**config.mk**
```make
export PLATFORM = sky130hd
export DESIGN_NAME = bba_cfg
export DESIGN_NICKNAME = d
export VERILOG_FILES = /design/src/rtl/core/bba_pkg.sv /design/src/rtl/core/bba_cfg.sv
export SDC_FILE = /design/constraint.sdc
export NUM_CORES = 1
export LEC_CHECK = 0
export BUFFER_PORTS_ARGS = -buffer_cell sky130_fd_sc_hd__buf_2
export CORE_ASPECT_RATIO = 0.9
export CORE_MARGIN = 10
export CORE_UTILIZATION = 45
export DETAILED_ROUTE_END_ITERATION = 8
export GPL_TIMING_DRIVEN = 0
export HOLD_SLACK_MARGIN = 0.1
export PLACE_DENSITY = 0.94
export SLEW_MARGIN = 20
export SYNTH_ARGS = -nofsm -noshare
export SYNTH_HDL_FRONTEND = slang
export SYNTH_SLANG_ARGS = --single-unit
```
**constraint.sdc**
```tcl
create_clock -name clk -period 2.5 [get_ports clk]
set_clock_uncertainty 0.2 [all_clocks]
set_input_delay 0.25 -clock clk [delete_from_list [all_inputs] [get_ports clk]]
set_output_delay 0.25 -clock clk [all_outputs]
set_load 0.05 [all_outputs]
```
**src/rtl/core/bba_pkg.sv**
```systemverilog
`default_nettype none

package bba_pkg;

	// Field widths of the command and response transactions
	localparam int KIND_W   = 3;
	localparam int BLK_W    = 16;
	localparam int CNT_W    = 17;
	localparam int STATUS_W = 2;

	// Parameter defaults
	localparam int MAX_BLOCKS_DEF = 65536;
	localparam int WORD_BITS_DEF  = 64;

	// Configuration port
	localparam int APB_AW = 3;
	localparam int APB_DW = 32;
	localparam logic [CNT_W-1:0] TOTAL_RST    = CNT_W'(65536);
	localparam logic [CNT_W-1:0] RESERVED_RST = '0;

	// Register indexes (taken from the word-aligned part of the address)
	localparam logic [0:0] REG_TOTAL    = 1'b0;
	localparam logic [0:0] REG_RESERVED = 1'b1;

	// Command kinds
	localparam logic [KIND_W-1:0] KIND_INIT  = 3'd0;
	localparam logic [KIND_W-1:0] KIND_ALLOC = 3'd1;
	localparam logic [KIND_W-1:0] KIND_FREE  = 3'd2;
	localparam logic [KIND_W-1:0] KIND_READ  = 3'd3;
	localparam logic [KIND_W-1:0] KIND_WRITE = 3'd4;

	// Response status codes
	localparam logic [STATUS_W-1:0] STATUS_OK     = 2'd0;
	localparam logic [STATUS_W-1:0] STATUS_NOFREE = 2'd1;
	localparam logic [STATUS_W-1:0] STATUS_RANGE  = 2'd2;

	// Register values handed from the configuration block to the sequencer
	typedef struct packed {
		logic [CNT_W-1:0] total;
		logic [CNT_W-1:0] reserved;
	} cfg_t;

endpackage

`default_nettype wire

```
**src/rtl/core/bba_cfg.sv**
```systemverilog
`default_nettype none

module bba_cfg (
	input  wire logic                        clk,
	input  wire logic                        arst_n,
	input  wire logic                        psel,
	input  wire logic                        penable,
	input  wire logic                        pwrite,
	input  wire logic [bba_pkg::APB_AW-1:0]  paddr,
	input  wire logic [bba_pkg::APB_DW-1:0]  pwdata,
	output logic      [bba_pkg::APB_DW-1:0]  prdata,
	output logic                             pready,
	output bba_pkg::cfg_t                    cfg
);

	logic [bba_pkg::CNT_W-1:0] total_q;
	logic [bba_pkg::CNT_W-1:0] reserved_q;
	logic [0:0]                reg_idx;
	logic                      wr_en;

	assign reg_idx = paddr[bba_pkg::APB_AW-1];
	assign wr_en   = psel && penable && pwrite;
	assign pready  = 1'b1;

	// Store register writes at the access phase
	always_ff @(posedge clk or negedge arst_n) begin
		if (!arst_n) begin
			total_q    <= bba_pkg::TOTAL_RST;
			reserved_q <= bba_pkg::RESERVED_RST;
		end else if (wr_en) begin
			case (reg_idx)
				bba_pkg::REG_TOTAL:    total_q    <= pwdata[bba_pkg::CNT_W-1:0];
				bba_pkg::REG_RESERVED: reserved_q <= pwdata[bba_pkg::CNT_W-1:0];
				default: ;
			endcase
		end
	end

	// Return the addressed register
	always_comb begin
		case (reg_idx)
			bba_pkg::REG_TOTAL:    prdata = bba_pkg::APB_DW'(total_q);
			bba_pkg::REG_RESERVED: prdata = bba_pkg::APB_DW'(reserved_q);
			default:               prdata = '0;
		endcase
	end

	assign cfg.total    = total_q;
	assign cfg.reserved = reserved_q;

endmodule

`default_nettype wire

```
==> qor.yml, run 1 <==
cts:
  clk_pin_slew_ns: 0.07
  htreeDepth: 2
  root_buffer: "clkbuf_8"
  cts-resized-gates: 0
  cts_tree: "done"
  clk_latency_ns: 0.28
  clock_path_buffers: 2
  cts.sinks: 34
  numCtsBuffers: 5
placement:
  dpl.hpwl_um: 3480
  place_area_um2: 2140
  gp_congestion: 0.720
  dp.cells: 239
  pre_cts_ws_ns: 0.774
  port_buffers: 72
timing:
  tns_ns: 0
  maxSlewViolCount: 0
  fin_crit_ns: 1.73
  rsz0062_at_grt: "false"
  fmax_ghz: 0.579
  hold_ws_ns: 0.234
  slew_headroom_pct: 50.4
  hold_viol_final: 0
  timing.final.ws_setup_ns: 0.774
  setup_violations: 0
  fin_crit_sh_pct: 69.0
  tightest_slew_ns: 0.743
setup_path:
  slowest_delay_ns: 0.38
  crit_type: "input pin to output pin"
  cp-start-kind: "input pin"
  critPathCaptureType: "output pin"
  path_max_fanout: 10
  cp_cell_sequence: "buf_6 -> buf_2 -> mux2_2 -> buf_2"
  crit_slowest_cell: "mux2_2"
  crit_top_cell: "buf_2"
  critPathBufInv: 3
  cp.arrival_ns: 1.28
  ff2ff_setup_slack_ns: 1.50
  crit_family: "buffers and inverters"
  crit_required_ns: 2.05
worst_hold_path:
  hold_path.class: "input pin to flip-flop"
floorplanning:
  core_um2: 3480
  start_util_pct: 48.2
  die-area_um2: 6570
  num_rows: 20
  io_pins: 107
  dieHeight_um: 77.9
  die_w_um: 84.3
logic_synthesis:
  syn_area_per_cell_um2: 15.4
  yosys.cell_types.count: 10
  synth_cells: 109
  ys_ff_latch: 34
  synth_area_um2: 1680
  yosysSeqAreaShare_pct: 50.9
  yosysWarnings: 0
layout:
  syn_to_final_growth_pct: 44.1
  post-route-util_pct: 69.4
  final_common_cell: "buf_2"
  drive_above_1_share_pct: 69.2
  nets: 260
  final_cell_mix: "buf_2, mux2_2, dfrtp_1, dlygate4sd3_1"
  final_cell_area_um2: 2410
  diodes: 0
  fin_cells: 265
global_routing:
  antenna_found_initial: 0
  grt_max_degree: 35
  gr-total-overflow: 0
  grt_pass1_wl_um: 7260
  grt_pass1_vias: 1417
  grt_usage_pct: 13.6
routing:
  drtAntennaViolNets: 0
  route.detailed.drc: 0
  vias: 1238
  wl_per_cell_um: 17.3
  totalWireLength_um: 4590
  firstDrtPassIters: 4
  viasPerCell: 4.67
  drtIter0Drc: 40
power_and_ir_drop:
  irDropWorstVdd_uv: 576
  power_mw: 2.44
  power.leakage_nw: 1.28
  pwr_density_cell_nw_per_um2: 1010
run_status:
  status: "completed"
job:
  maxCapViolCount: 0
[layout make-up]
type | instances | area, um2
fill | 244 | 1060
tap | 44 | 55.1
multi-input combinational | 69 | 717
buffer | 20 | 159
clock inverter | 1 | 5.00
clock buffer | 7 | 86.3
sequential | 34 | 852
timing repair buffer | 90 | 541
[cells in the mapped netlist]
cell / n / area, um2
buf_4: 16 / 120
mux2_2: 41 / 462
dfstp_2: 1 / 26.3
nand4_4: 1 / 21.3
buf_2: 1 / 5.00
conb_1: 2 / 7.51
dfrtp_1: 33 / 826
nand4b_4: 1 / 23.8
buf_6: 3 / 33.8
mux2_4: 10 / 150
[worst min-delay path, cell delays in order]
cell     delay (ns)
buf_6          0.13
nand4_4        0.13
mux2_2         0.16
[final timing paths]
kind	startpoint	to	cells after the start
setup / recovery	paddr[2]	prdata[13]	4
hold / removal	paddr[2]	reserved_q[2]	3
setup reg to reg	reserved_q[1]	reserved_q[1]	1
hold reg to reg	total_q[11]	total_q[11]	1
max in group asynchronous	arst_n	reserved_q[7]	2
min in group asynchronous	arst_n	total_q[14]	2
[per-layer routing]
layer,vias up,track usage [%],routed length (um)
met5,-,0,0
met4,0,3.85,38
met3,5,5.85,401
met2,51,24.4,2440
met1,603,14.1,1720
li1,579,-,-
[report_power, final]
group          total (mW)  internal [mW]  switching, mW
clock network       0.407          0.222          0.185
registers           0.769          0.675         0.0936
logic                1.26          0.342          0.920
[cells by family after synthesis]
| family | after synthesis | synth area share (%) |
|---|---|---|
| DFF | 34 | 50.9 |
| and+or+nand+nor | 2 | 2.69 |
| muxes | 51 | 36.5 |
| other | 2 | 0.448 |
| buffers and inverters | 20 | 9.48 |
[sequential cells by signal, indices dropped and copies added, names as in the netlist]
name        count
total_q        17
reserved_q     17
[repair_timing]
action,4_1_cts,5_1_grt
setup buffers,0,0
endpoints found under the hold margin,67,0
hold buffers,18,0
setup endpoints to repair,0,0
Power figures use the tool's default switching activity.
==> run 2: changes to the inputs <==
--- a/config.mk
+++ b/config.mk
@@ -8,11 +8,11 @@
 export BUFFER_PORTS_ARGS = -buffer_cell sky130_fd_sc_hd__buf_2
 export CORE_ASPECT_RATIO = 0.9
 export CORE_MARGIN = 10
-export CORE_UTILIZATION = 45
+export CORE_UTILIZATION = 38
 export DETAILED_ROUTE_END_ITERATION = 8
 export GPL_TIMING_DRIVEN = 0
 export HOLD_SLACK_MARGIN = 0.1
-export PLACE_DENSITY = 0.94
+export PLACE_DENSITY = 0.86
 export SLEW_MARGIN = 20
 export SYNTH_ARGS = -nofsm -noshare
 export SYNTH_HDL_FRONTEND = slang
==> constraint.sdc (replaced) <==
create_clock -name clk -period 1.5 [get_ports clk]
set_clock_uncertainty 0.2 [all_clocks]
set_input_delay 0.15 -clock clk [delete_from_list [all_inputs] [get_ports clk]]
set_output_delay 0.15 -clock clk [all_outputs]
set_load 0.05 [all_outputs]
==> run 2 against run 1 <==
Combinational power increased by 98%. Non-clock buffer count increased by 12. Critical path type is now flip-flop to output pin. Cell area increased by 12%. Highest routed layer unchanged. Final cell count increased by 11%. Total power increased by 83%. Largest power group unchanged. Core utilization decreased by 4.6 points. Die area increased by 14%. Sequential power increased by 66%. First-iteration DRC count decreased by 33%. Flip-flop and latch count unchanged.
==> qor.yml, run 2 (synthesis gave the netlist of run 1 again) <==
run_status:
  status: "completed"
cts:
  clk_latency_ns: 0.28  # about the same
  root_buffer: "clkbuf_8"
  cts_tree: "done"
  clock_path_buffers: 2  # unchanged
  htreeDepth: 2  # unchanged
  cts.sinks: 34  # unchanged
  numCtsBuffers: 5  # unchanged
  clk_pin_slew_ns: 0.07  # about the same
global_routing:
  grt_pass1_vias: 1441  # +1.7%
  grt_pass1_wl_um: 7740  # +6.7%
  antenna_found_initial: 1  # +1
  grt_usage_pct: 13.0  # -0.63 points
  grt_max_degree: 35  # unchanged
  gr-total-overflow: 0  # unchanged
setup_path:
  cp_cell_sequence: "mux2_4 -> buf_8"
  cp-start-kind: "flip-flop"
  critPathCaptureType: "output pin"
  slowest_delay_ns: 0.41  # +0.03 ns
  crit_family: "flip-flops"
  crit_type: "flip-flop to output pin"
  cp.arrival_ns: 1.14  # -0.14 ns
  crit_required_ns: 1.15  # -0.90 ns
  critPathBufInv: 1  # -2
  crit_slowest_cell: "dfrtp_1"
  path_max_fanout: 3  # -7
power_and_ir_drop:
  power_mw: 4.47  # +83%
  pwr_density_cell_nw_per_um2: 1660  # +64%
  irDropWorstVdd_uv: 958  # +66%
  power.leakage_nw: 1.41  # +11%
placement:
  port_buffers: 72  # unchanged
  gp_congestion: 0.758  # +5.2%
  pre_cts_ws_ns: -0.0251  # -0.799 ns
  dpl.hpwl_um: 3340  # -4.0%
layout:
  drive_above_1_share_pct: 70.8  # +1.6 points
  final_cell_mix: "buf_2, mux2_2, dfrtp_1, buf_4"
  seqCellArea_um2: 852  # unchanged
  fillers: 322  # +32%
  largest_registers: "reserved_q (17), total_q (17)"
  final_common_cell: "buf_2"
  nets: 272  # +4.6%
  syn_to_final_growth_pct: 60.9
  post-route-util_pct: 64.9  # -4.6 points
  multi_input_area_um2: 747  # +4.2%
routing:
  totalWireLength_um: 5290  # +15%
  viasPerCell: 4.48  # -4.2%
  firstDrtPassIters: 2  # -2
  drtAntennaViolNets: 0  # unchanged
  vias: 1316  # +6.3%
  route.detailed.drc: 0  # unchanged
  wl_per_cell_um: 18.0  # +3.8%
  drtIter0Drc: 27  # -33%
timing:
  rsz0062_at_grt: "true"
  fin_crit_sh_pct: 99.1
  tightest_slew_ns: 0.761  # +0.0173 ns
  setup_violations: 0  # unchanged
  timing.final.ws_setup_ns: 0.0128  # -0.761 ns
  tns_ns: 0  # unchanged
  maxSlewViolCount: 0  # unchanged
  hold_viol_final: 0  # unchanged
  hold_ws_ns: 0.135  # -0.0993 ns
  fin_crit_ns: 1.49
  slew_headroom_pct: 49.3  # -1.2 points
  fmax_ghz: 0.672
floorplanning:
  core_um2: 4160  # +19%
  die_w_um: 90.0  # +6.7%
  die-area_um2: 7470  # +14%
  num_rows: 22  # +10%
  dieHeight_um: 83.0  # +6.6%
  start_util_pct: 40.3  # -7.9 points
  io_pins: 107  # unchanged
worst_hold_path:
  hold_path.class: "input pin to flip-flop"
job:
  maxCapViolCount: 0  # unchanged
## run 2: cell types whose count changed in the layout (fill, tap and decap cells not counted), sizes merged
cell,before,now
buf,92,104
diode,0,1
## run 2: worst min-delay path, cell delays in order
cell,delay [ns]
buf_6,0.13
nand4_4,0.14
mux2_2,0.17
## run 2: final cells by class
type / count / share of cell area (%)
timing repair buffer: 102 / 28.4
clock inverter: 1 / 0.186
antenna: 1 / 0.0928
multi-input combinational: 69 / 27.7
buffer: 20 / 5.99
sequential: 34 / 31.6
clock buffer: 7 / 3.20
tap: 60 / 2.78
## run 2: timing repair
item	4_1_cts	5_1_grt
pin swaps	0	0
setup endpoints to repair	17	17
buffers inserted	2	10
hold buffers	18	0
endpoints found under the hold margin	67	0
gates resized for setup	21	31
## run 2: worst paths after layout
kind / from / to / slack (ns) / cells after the start
setup / recovery: total_q[7] / prdata[7] / 0.01 / 2
min in group asynchronous: arst_n / reserved_q[0] / 0.30 / 2
setup reg to reg: total_q[4] / total_q[4] / 0.29 / 3
hold reg to reg: reserved_q[5] / reserved_q[5] / 0.33 / 1
max in group asynchronous: arst_n / total_q[6] / 0.31 / 2
hold / removal: paddr[2] / reserved_q[16] / 0.13 / 3
## run 2: through the flow
| stage | std cells | area (um2) |
|---|---|---|
| 2_1_floorplan | 123 | 1730 |
| 5_1_grt | 294 | 2700 |
| 3_5_place_dp | 255 | 2160 |
| 4_1_cts | 283 | 2510 |
| 3_3_place_gp | 255 | 2160 |
| 6_report | 294 | 2700 |
## run 2: routing by layer
| metal | vias up | share of wire [%] | track usage, % |
|---|---|---|---|
| li1 | 596 | - | - |
| met1 | 651 | 33 | 12.4 |
| met2 | 58 | 57 | 23.8 |
| met3 | 11 | 8.3 | 4.77 |
| met4 | 0 | 2.2 | 6.47 |
| met5 | - | 0 | 0 |
## run 2: report_power, final
group	internal, mW	switching [mW]	total, mW
clock	0.370	0.328	0.699
sequential	1.13	0.152	1.28
combinational	0.869	1.62	2.49
total	2.36	2.10	4.47
